--- config.mk ---
export PLATFORM = sky130hd
export DESIGN_NAME = indexed_insert_delete_list
export DESIGN_NICKNAME = d
export VERILOG_FILES = /design/src/rtl/iidl_pkg.sv /design/src/rtl/iidl_ctrl.sv /design/src/rtl/iidl_cell.sv /design/src/rtl/indexed_insert_delete_list.sv
export SDC_FILE = /design/constraint.sdc
export NUM_CORES = 2
export LEC_CHECK = 0
export BUFFER_PORTS_ARGS = -buffer_cell sky130_fd_sc_hd__buf_2
export CAP_MARGIN = 15
export CORE_AREA = 3 3 305 307
export DETAILED_ROUTE_END_ITERATION = 8
export DIE_AREA = 0 0 308 310
export PLACE_DENSITY = 0.78
export SLEW_MARGIN = 20
export SYNTH_ARGS = -nofsm -noshare
export SYNTH_HDL_FRONTEND = slang
export SYNTH_HIERARCHICAL = 1
export SYNTH_SLANG_ARGS = --single-unit
--- constraint.sdc ---
create_clock -name clk -period 19.8 [get_ports clk]
set_clock_uncertainty 0.2 [all_clocks]
set_input_delay 2.97 -clock clk [delete_from_list [all_inputs] [get_ports clk]]
set_output_delay 2.97 -clock clk [all_outputs]
set_load 0.01 [all_outputs]
--- src/rtl/iidl_pkg.sv ---
// Shared types and constants for the indexed insert/delete list.
// Used by iidl_ctrl, iidl_cell and indexed_insert_delete_list; depends on nothing.
`timescale 1ns / 1ps

package iidl_pkg;

  // Defaults for the top-level parameters.
  localparam int DEPTH_DEF      = 16;
  localparam int ELEM_WIDTH_DEF = 32;

  // Upper bounds of the parameter ranges.
  localparam int MAX_ELEM_WIDTH = 64;
  localparam int POS_W          = 8;   // holds any cell position up to 255
  localparam int CMP_W          = 9;   // holds DEPTH itself up to 256

  // Fixed port widths.
  localparam int MODE_W  = 3;
  localparam int INDEX_W = 4;
  localparam int VALUE_W = 32;
  localparam int DATA_W  = 32;
  localparam int COUNT_W = 5;

  typedef enum logic [MODE_W-1:0] {
    MODE_APPEND   = 3'd0,
    MODE_REM_LAST = 3'd1,
    MODE_INSERT   = 3'd2,
    MODE_REM_AT   = 3'd3,
    MODE_READ     = 3'd4
  } mode_t;

  typedef enum logic [1:0] {
    ST_DONE  = 2'd0,
    ST_RANGE = 2'd1,
    ST_FULL  = 2'd2
  } status_t;

  // Command broadcast along the row of cells for one request.
  typedef struct packed {
    logic             load;        // cell at pos takes the new value
    logic             shift_up;    // cells above pos take their lower neighbor
    logic             shift_down;  // cells at and above pos take their upper neighbor
    logic             read;        // cell at pos drives its entry onto its tap
    logic [POS_W-1:0] pos;
  } cell_cmd_t;

endpackage

--- src/rtl/iidl_ctrl.sv ---
// Request decoder: turns mode, index and current length into a cell command,
// a status code and the next length. Depends on iidl_pkg.
`timescale 1ns / 1ps

module iidl_ctrl #(
  parameter int DEPTH = iidl_pkg::DEPTH_DEF,
  parameter int CNT_W = $clog2(DEPTH + 1)
) (
  input  logic [iidl_pkg::MODE_W-1:0]  mode,
  input  logic [iidl_pkg::INDEX_W-1:0] index,
  input  logic [CNT_W-1:0]             occ,
  output iidl_pkg::cell_cmd_t          cmd,
  output iidl_pkg::status_t            status,
  output logic [CNT_W-1:0]             occ_nxt
);

  localparam logic [iidl_pkg::CMP_W-1:0] DEPTH_C = iidl_pkg::CMP_W'(DEPTH);

  logic [iidl_pkg::CMP_W-1:0] idx_w;
  logic [iidl_pkg::CMP_W-1:0] occ_w;
  logic                       full;
  logic                       empty;

  assign idx_w = iidl_pkg::CMP_W'(index);
  assign occ_w = iidl_pkg::CMP_W'(occ);
  assign full  = (occ_w >= DEPTH_C);
  assign empty = (occ_w == '0);

  always_comb begin
    cmd     = '0;
    status  = iidl_pkg::ST_DONE;
    occ_nxt = occ;
    unique case (iidl_pkg::mode_t'(mode))
      iidl_pkg::MODE_APPEND: begin
        if (full) begin
          status = iidl_pkg::ST_FULL;
        end else begin
          cmd.load = 1'b1;
          cmd.pos  = iidl_pkg::POS_W'(occ_w);
          occ_nxt  = CNT_W'(occ_w + 1'b1);
        end
      end
      iidl_pkg::MODE_REM_LAST: begin
        if (empty) begin
          status = iidl_pkg::ST_RANGE;
        end else begin
          cmd.read = 1'b1;
          cmd.pos  = iidl_pkg::POS_W'(occ_w - 1'b1);
          occ_nxt  = CNT_W'(occ_w - 1'b1);
        end
      end
      iidl_pkg::MODE_INSERT: begin
        // Range is checked before fullness.
        if (idx_w > occ_w) begin
          status = iidl_pkg::ST_RANGE;
        end else if (full) begin
          status = iidl_pkg::ST_FULL;
        end else begin
          cmd.load     = 1'b1;
          cmd.shift_up = 1'b1;
          cmd.pos      = iidl_pkg::POS_W'(idx_w);
          occ_nxt      = CNT_W'(occ_w + 1'b1);
        end
      end
      iidl_pkg::MODE_REM_AT: begin
        if (idx_w >= occ_w) begin
          status = iidl_pkg::ST_RANGE;
        end else begin
          cmd.read       = 1'b1;
          cmd.shift_down = 1'b1;
          cmd.pos        = iidl_pkg::POS_W'(idx_w);
          occ_nxt        = CNT_W'(occ_w - 1'b1);
        end
      end
      iidl_pkg::MODE_READ: begin
        if (idx_w >= occ_w) begin
          status = iidl_pkg::ST_RANGE;
        end else begin
          cmd.read = 1'b1;
          cmd.pos  = iidl_pkg::POS_W'(idx_w);
        end
      end
      default: begin
        status = iidl_pkg::ST_RANGE;
      end
    endcase
  end

endmodule

--- src/rtl/iidl_cell.sv ---
// One storage cell of the list: holds an entry, trades it with its neighbors
// and drives a registered read tap. Depends on iidl_pkg.
`timescale 1ns / 1ps

module iidl_cell #(
  parameter int ELEM_WIDTH = iidl_pkg::ELEM_WIDTH_DEF,
  parameter int CELL_IDX   = 0
) (
  input  logic                  clk,
  input  logic                  en,
  input  iidl_pkg::cell_cmd_t   cmd,
  input  logic [ELEM_WIDTH-1:0] value,
  input  logic [ELEM_WIDTH-1:0] left,
  input  logic [ELEM_WIDTH-1:0] right,
  output logic [ELEM_WIDTH-1:0] data,
  output logic [ELEM_WIDTH-1:0] tap
);

  localparam logic [iidl_pkg::POS_W-1:0] MY_POS = iidl_pkg::POS_W'(CELL_IDX);

  logic [ELEM_WIDTH-1:0] data_r;
  logic [ELEM_WIDTH-1:0] data_nxt;
  logic [ELEM_WIDTH-1:0] tap_r;
  logic [ELEM_WIDTH-1:0] tap_nxt;
  logic                  hit;
  logic                  above;

  assign hit   = (cmd.pos == MY_POS);
  assign above = (MY_POS > cmd.pos);

  always_comb begin
    data_nxt = data_r;
    if (cmd.load && hit) begin
      data_nxt = value;
    end else if (cmd.shift_up && above) begin
      data_nxt = left;
    end else if (cmd.shift_down && (above || hit)) begin
      data_nxt = right;
    end
    // Tap sees the entry as it was before this request moved anything.
    tap_nxt = (cmd.read && hit) ? data_r : '0;
  end

  always_ff @(posedge clk) begin
    if (en) begin
      data_r <= data_nxt;
      tap_r  <= tap_nxt;
    end
  end

  assign data = data_r;
  assign tap  = tap_r;

endmodule

--- src/rtl/indexed_insert_delete_list.sv ---
// Top level of the indexed insert/delete list: row of cells, decoder and
// result register. Depends on iidl_pkg, iidl_ctrl and iidl_cell.
`timescale 1ns / 1ps

// Bounded ordered list of up to DEPTH entries of ELEM_WIDTH bits, built as a
// row of cells that all shift together. Each request (append, remove last,
// insert at index, remove at index, read at index) is decoded in the cycle
// it is accepted; at that edge every cell moves at once and the cell that is
// read latches its entry onto a tap. Once the result register is free, the
// taps are ORed into it and the result shows on out_valid. A new request is
// accepted in every cycle as long as results drain, so the sustained rate
// is one request per cycle; the only thing that holds off the input is a
// finished result that cannot leave the tap stage because the output
// register is still stalled. Full list, empty list and index out of range
// flag the request and leave the list as it is. Entries come up undefined
// after reset and need no clearing pass: only entries below the current
// length are ever returned.
module indexed_insert_delete_list #(
  parameter int DEPTH      = iidl_pkg::DEPTH_DEF,
  parameter int ELEM_WIDTH = iidl_pkg::ELEM_WIDTH_DEF
) (
  input  logic                           clk,
  input  logic                           rst_n,
  input  logic                           in_valid,
  output logic                           in_stall,
  input  logic [iidl_pkg::MODE_W-1:0]    in_mode,
  input  logic [iidl_pkg::INDEX_W-1:0]   in_index,
  input  logic [iidl_pkg::VALUE_W-1:0]   in_value,
  output logic                           out_valid,
  input  logic                           out_stall,
  output logic [iidl_pkg::DATA_W-1:0]    out_data,
  output logic [1:0]                     out_status,
  output logic [iidl_pkg::COUNT_W-1:0]   out_count
);

  localparam int CNT_W = $clog2(DEPTH + 1);

  // Request handshake.
  logic accept;

  // Decoder outputs.
  iidl_pkg::cell_cmd_t cmd;
  iidl_pkg::status_t   dec_status;
  logic [CNT_W-1:0]    occ_nxt;

  // List length.
  logic [CNT_W-1:0] occ_r;

  // Element value as stored, zero-extended or cut to ELEM_WIDTH.
  logic [iidl_pkg::MAX_ELEM_WIDTH-1:0] value_wide;
  logic [ELEM_WIDTH-1:0]               value_elem;

  // Row of cells.
  logic [ELEM_WIDTH-1:0] cell_data [DEPTH];
  logic [ELEM_WIDTH-1:0] cell_tap  [DEPTH];
  logic [ELEM_WIDTH-1:0] tap_or;
  logic [iidl_pkg::MAX_ELEM_WIDTH-1:0] tap_wide;

  // Tap stage: status and length of the request whose taps are loaded.
  logic              coll_r;
  logic              coll_go;
  iidl_pkg::status_t coll_status_r;
  logic [CNT_W-1:0]  coll_count_r;

  // Result register.
  logic                        out_valid_r;
  logic                        out_free;
  logic [iidl_pkg::DATA_W-1:0] out_data_r;
  iidl_pkg::status_t           out_status_r;
  logic [CNT_W-1:0]            out_count_r;

  // Handshake: the output register frees up when empty or taken this cycle;
  // the tap stage moves into it then, and a new request may overwrite taps
  // that still hold a result only then.
  assign out_free = !out_valid_r || !out_stall;
  assign coll_go  = coll_r && out_free;
  assign in_stall = coll_r && !coll_go;
  assign accept   = in_valid && !in_stall;

  iidl_ctrl #(
    .DEPTH (DEPTH),
    .CNT_W (CNT_W)
  ) u_ctrl (
    .mode    (in_mode),
    .index   (in_index),
    .occ     (occ_r),
    .cmd     (cmd),
    .status  (dec_status),
    .occ_nxt (occ_nxt)
  );

  assign value_wide = iidl_pkg::MAX_ELEM_WIDTH'(in_value);
  assign value_elem = value_wide[ELEM_WIDTH-1:0];

  // Build the row; the ends see zero from the missing neighbor, which only
  // ever lands in a slot at or beyond the list length.
  for (genvar i = 0; i < DEPTH; i++) begin : g_cell
    logic [ELEM_WIDTH-1:0] left_in;
    logic [ELEM_WIDTH-1:0] right_in;

    if (i == 0) begin : g_first
      assign left_in = '0;
    end else begin : g_mid_l
      assign left_in = cell_data[i-1];
    end

    if (i == DEPTH - 1) begin : g_last
      assign right_in = '0;
    end else begin : g_mid_r
      assign right_in = cell_data[i+1];
    end

    iidl_cell #(
      .ELEM_WIDTH (ELEM_WIDTH),
      .CELL_IDX   (i)
    ) u_cell (
      .clk   (clk),
      .en    (accept),
      .cmd   (cmd),
      .value (value_elem),
      .left  (left_in),
      .right (right_in),
      .data  (cell_data[i]),
      .tap   (cell_tap[i])
    );
  end

  // At most one tap is nonzero; no read leaves them all zero, which is the
  // data returned for append, insert and flagged requests.
  always_comb begin
    tap_or = '0;
    for (int i = 0; i < DEPTH; i++) begin
      tap_or = tap_or | cell_tap[i];
    end
  end

  assign tap_wide = iidl_pkg::MAX_ELEM_WIDTH'(tap_or);

  // Control state.
  always_ff @(posedge clk) begin
    if (!rst_n) begin
      occ_r       <= '0;
      coll_r      <= 1'b0;
      out_valid_r <= 1'b0;
    end else begin
      if (accept) begin
        occ_r  <= occ_nxt;
        coll_r <= 1'b1;
      end else if (coll_go) begin
        coll_r <= 1'b0;
      end

      if (coll_go) begin
        out_valid_r <= 1'b1;
      end else if (!out_stall) begin
        out_valid_r <= 1'b0;
      end
    end
  end

  // Payload: hold while stalled, advance when the next stage is free.
  always_ff @(posedge clk) begin
    if (accept) begin
      coll_status_r <= dec_status;
      coll_count_r  <= occ_nxt;
    end
    if (coll_go) begin
      out_data_r   <= tap_wide[iidl_pkg::DATA_W-1:0];
      out_status_r <= coll_status_r;
      out_count_r  <= coll_count_r;
    end
  end

  assign out_valid  = out_valid_r;
  assign out_data   = out_data_r;
  assign out_status = out_status_r;
  assign out_count  = iidl_pkg::COUNT_W'(out_count_r);

  // Length never exceeds the number of cells.
  a_occ_bound: assert property (@(posedge clk) disable iff (!rst_n)
    occ_r <= CNT_W'(DEPTH))
    else $error("list length beyond DEPTH");

  // A flagged request leaves the length as it was.
  a_flag_keeps_len: assert property (@(posedge clk) disable iff (!rst_n)
    accept && (dec_status != iidl_pkg::ST_DONE) |=> occ_r == $past(occ_r))
    else $error("flagged request changed the length");

  // A stored element grows the list by exactly one.
  a_load_grows: assert property (@(posedge clk) disable iff (!rst_n)
    accept && cmd.load |=> occ_r == CNT_W'($past(occ_r) + 1'b1))
    else $error("load did not grow the list by one");

  // Every accepted request reaches the output register through the tap stage
  // when the output is not stalled.
  a_tap_to_out: assert property (@(posedge clk) disable iff (!rst_n)
    accept ##1 !out_stall |=> out_valid_r)
    else $error("result lost between tap stage and output");

endmodule
==> summary.txt <==
Clock network
  – Clk slew on worst S/H paths: about 0.06 ns
  – CTS HTree Levels: 3
  – Longest Clk Path Bufs: 3
  – CTS resizes: 0
  – CTS sink cnt: 1077
  – TritonCTS clock tree: done
  – Clk root buf: clkbuf_16
  – Clock latency on the worst-skew pair: ~0.7 ns
  – Post-CTS Setup Bufs: 0
  – Hold_buf cts: 0
  – CTS buffer count: 107

Drt
  – Final WL: 173.7 mm
  – Drt pass-1 iters: 7
  – DRC: 0
  – Via-to-Cell Ratio: ~7.6
  – Initial drt markers: approximately 6.7k
  – Avg WL per Cell: around 32 µm
  – Routed vias: approximately 41k
  – Final ANT Viol Nets: 0

Setup path
  – Buf/Inv on CP: 5
  – Critical Path Slowest Stage Cell: buf_4
  – Most frequent CP cell: buf_4
  – R2R Setup Slk: 14.05 ns
  – CP Cell Sequence: buf_2, ha_1, nor2b_1, o21a_2, o21a_1, nor4b_2, buf_4, buf_12, or4b_2, buf_4, a31oi_4, buf_4
  – CP top delay family: buffers and inverters
  – CP endpoint kind: flip-flop
  – CP max stage delay: about 0.67 ns
  – Critical path class: in -> reg
  – Startpoint Class: primary input
  – CP max FO: approximately 160
  – Critical path arrival: approximately 7.5 ns
  – Worst Path Required: between 15 and 20 ns

Synthesis
  – Commonest cells in the netlist: edfxtp_1, and2_1, nor4_1, a31oi_1, nand4_1
  – Number of synthesized flops with an enable pin: around 1.1k
  – Mapped Avg Cell Area: between 10 and 15 µm²
  – Largest cells by area after synthesis: edfxtp_1, and2_1, nor4_1
  – Largest area contributor in the netlist: edfxtp_1
  – Synth top area share: 59.22%
  – YS warnings: 6
  – Synth unique cells: 87
  – Post-Syn Instances: 4298
  – Top FF cell, synth: edfxtp_1
  – Most numerous cell in the Yosys netlist: edfxtp_1
  – Sequential area share after synthesis: between 50% and 60%
  – Mapped cell area: approximately 0.054 mm²
  – Ys async rst share: 0%
  – Synth Register Bits: ~1.1k

Timing
  – Final setup viols: 0
  – Hold Vio Cnt, Final: 0
  – Slew @ Worst Pin: 1.264 ns
  – RSZ-0062 raised after global routing: no
  – Max-slew headroom: between 10 and 15%
  – Setup_tns: 0 ns
  – Slew Viols, Final: 0
  – FMAX: 135.0 MHz
  – Tmin final: roughly 7.4 ns
  – Worst hold slack: 0.2184 ns
  – Final period utilization: 37.42%

Global routing
  – Total Routing Usage GR: between 30% and 40%
  – First-pass GRT wire length: roughly 250 mm
  – Initial antenna violation count: 1
  – Total gr overflow: 0
  – Pin count of the biggest net entering global routing: around 170
  – Vias in the first global route: just under 40k

Floorplan
  – Cell Rows: 110
  – Die W: ~300 µm
  – Core ar.: ~0.09 mm²
  – Die height: a little over 300 µm
  – I/O pins: 84
  – Die area: ~0.095 mm²
  – Initial Util: 60.10%

Flow run
  – Max_cap viols: 0

Outcome
  – Status: finished clean

Placed design
  – GPL Wtd Cong: 0.9271
  – Detailed Place HPWL: 105.3 mm
  – PortBufs: 83

Power and ir drop
  – LEAKAGE: ~20 nW
  – PD cells: roughly 90 mW/mm²
  – Max VDD drop: around 84 µV
  – Pwr Total: 0.005247 W

Finish
  – Fillers: roughly 6.5k
  – Final design utilization: between 60% and 70%
  – Area Overhead vs Synth: 7.891%
  – Share of cells above drive strength 1: between 15 and 20%
  – Nets: about 4.2k

Worst hold path
  – Min-delay worst type: reg -> reg
==> metrics by stage <==
stage               setup WS (ns)  instance area [µm²]  std cells
finish                      12.39                58540       5461
CTS                         12.47                58400       5452
global route                12.33                58530       5458
global placement            11.89                54850       5254
detailed placement          11.75                54860       5254
floorplan                   9.854                54370       4329
==> cells in the final DEF, fill, tap and decap left out, drive strengths merged, types with 119 or more instances in the layout <==
| cell type | Yosys | final |
|---|---|---|
| edfxtp | 1070 | 1070 |
| nor2 | 119 | 119 |
| o31ai | 225 | 225 |
| mux2i | 138 | 138 |
| nor4 | 463 | 463 |
| buf | 162 | 184 |
| clkbuf | 269 | 125 |
| nand4 | 263 | 263 |
| and2 | 516 | 516 |
| a31oi | 328 | 328 |
==> report_power, final <==
group / switching (W) / internal [W] / leakage (nW)
registers: 0.0000527 / 0.00260 / 10.3
logic: 0.000379 / 0.000129 / 7.64
clock network: 0.000888 / 0.00119 / 1.74
total: 0.00132 / 0.00393 / 19.7
==> layer usage <==
layer  GRT usage [%]  vias to the layer above  routed length (µm)
met1           47.92                    19690               60560
met2           52.22                     3764               74430
met5               0                        -                   0
met3           8.984                      793               24910
met4           23.43                        0               13820
li1                -                    16990                   -
==> registers in the layout, summed over array words and instances, names as in the netlist <==
| signal | flops |
|---|---|
| g_cell.u_cell/data | 512 |
| g_cell.u_cell/tap | 512 |
| out_data | 32 |
| coll_count_r | 5 |
| occ_r | 5 |
| out_count | 5 |
| coll_status_r | 2 |
| out_status | 2 |
| coll_r | 1 |
| out_valid | 1 |
==> layout make-up <==
type	instances	area [µm²]	area share, %
Multi-Input combinational cell	2786	19810	33.83
Tap cell	1176	1471	2.514
Timing Repair Buffer	186	1311	2.240
Antenna cell	3	7.507	0.01282
Clock inverter	75	740.7	1.265
Inverter	35	131.4	0.2244
Sequential cell	1077	32270	55.13
Clock buffer	123	2801	4.786
==> worst reg2reg max path, cell delays in order (launching register included) <==
cell	delay, ns
dfxtp_1	0.59
inv_1	0.15
ha_1	0.32
and3b_1	0.21
nand3_1	0.19
o21a_1	0.23
nor4b_2	0.23
buf_4	0.67
buf_12	0.67
or4b_2	0.77
buf_4	0.35
a31oi_4	0.34
buf_4	0.45
==> logic make-up (layout without fill, tap and decap cells) <==
group / count (synthesis) / in the layout / share of synthesized area [%]
DFF: 1077 / 1077 / 59.48
adders and majority gates: 8 / 8 / 0.1845
AOI/OAI and AO/OA: 848 / 848 / 11.45
and+or+nand+nor: 1664 / 1664 / 18.93
other: 1 / 35 / 0.006911
buffers and inverters: 466 / 419 / 4.806
muxes: 234 / 234 / 5.147
==> final timing paths <==
kind,from,to,cells past startpoint
setup / recovery,in_index[1],g_cell[7].u_cell/data[10],12
hold / removal,coll_status_r[1],out_status[1],0
setup reg to reg,occ_r[3],g_cell[7].u_cell/data[10],12
hold reg to reg,coll_status_r[1],out_status[1],0
No activity file was read; power rests on OpenSTA's default activity.
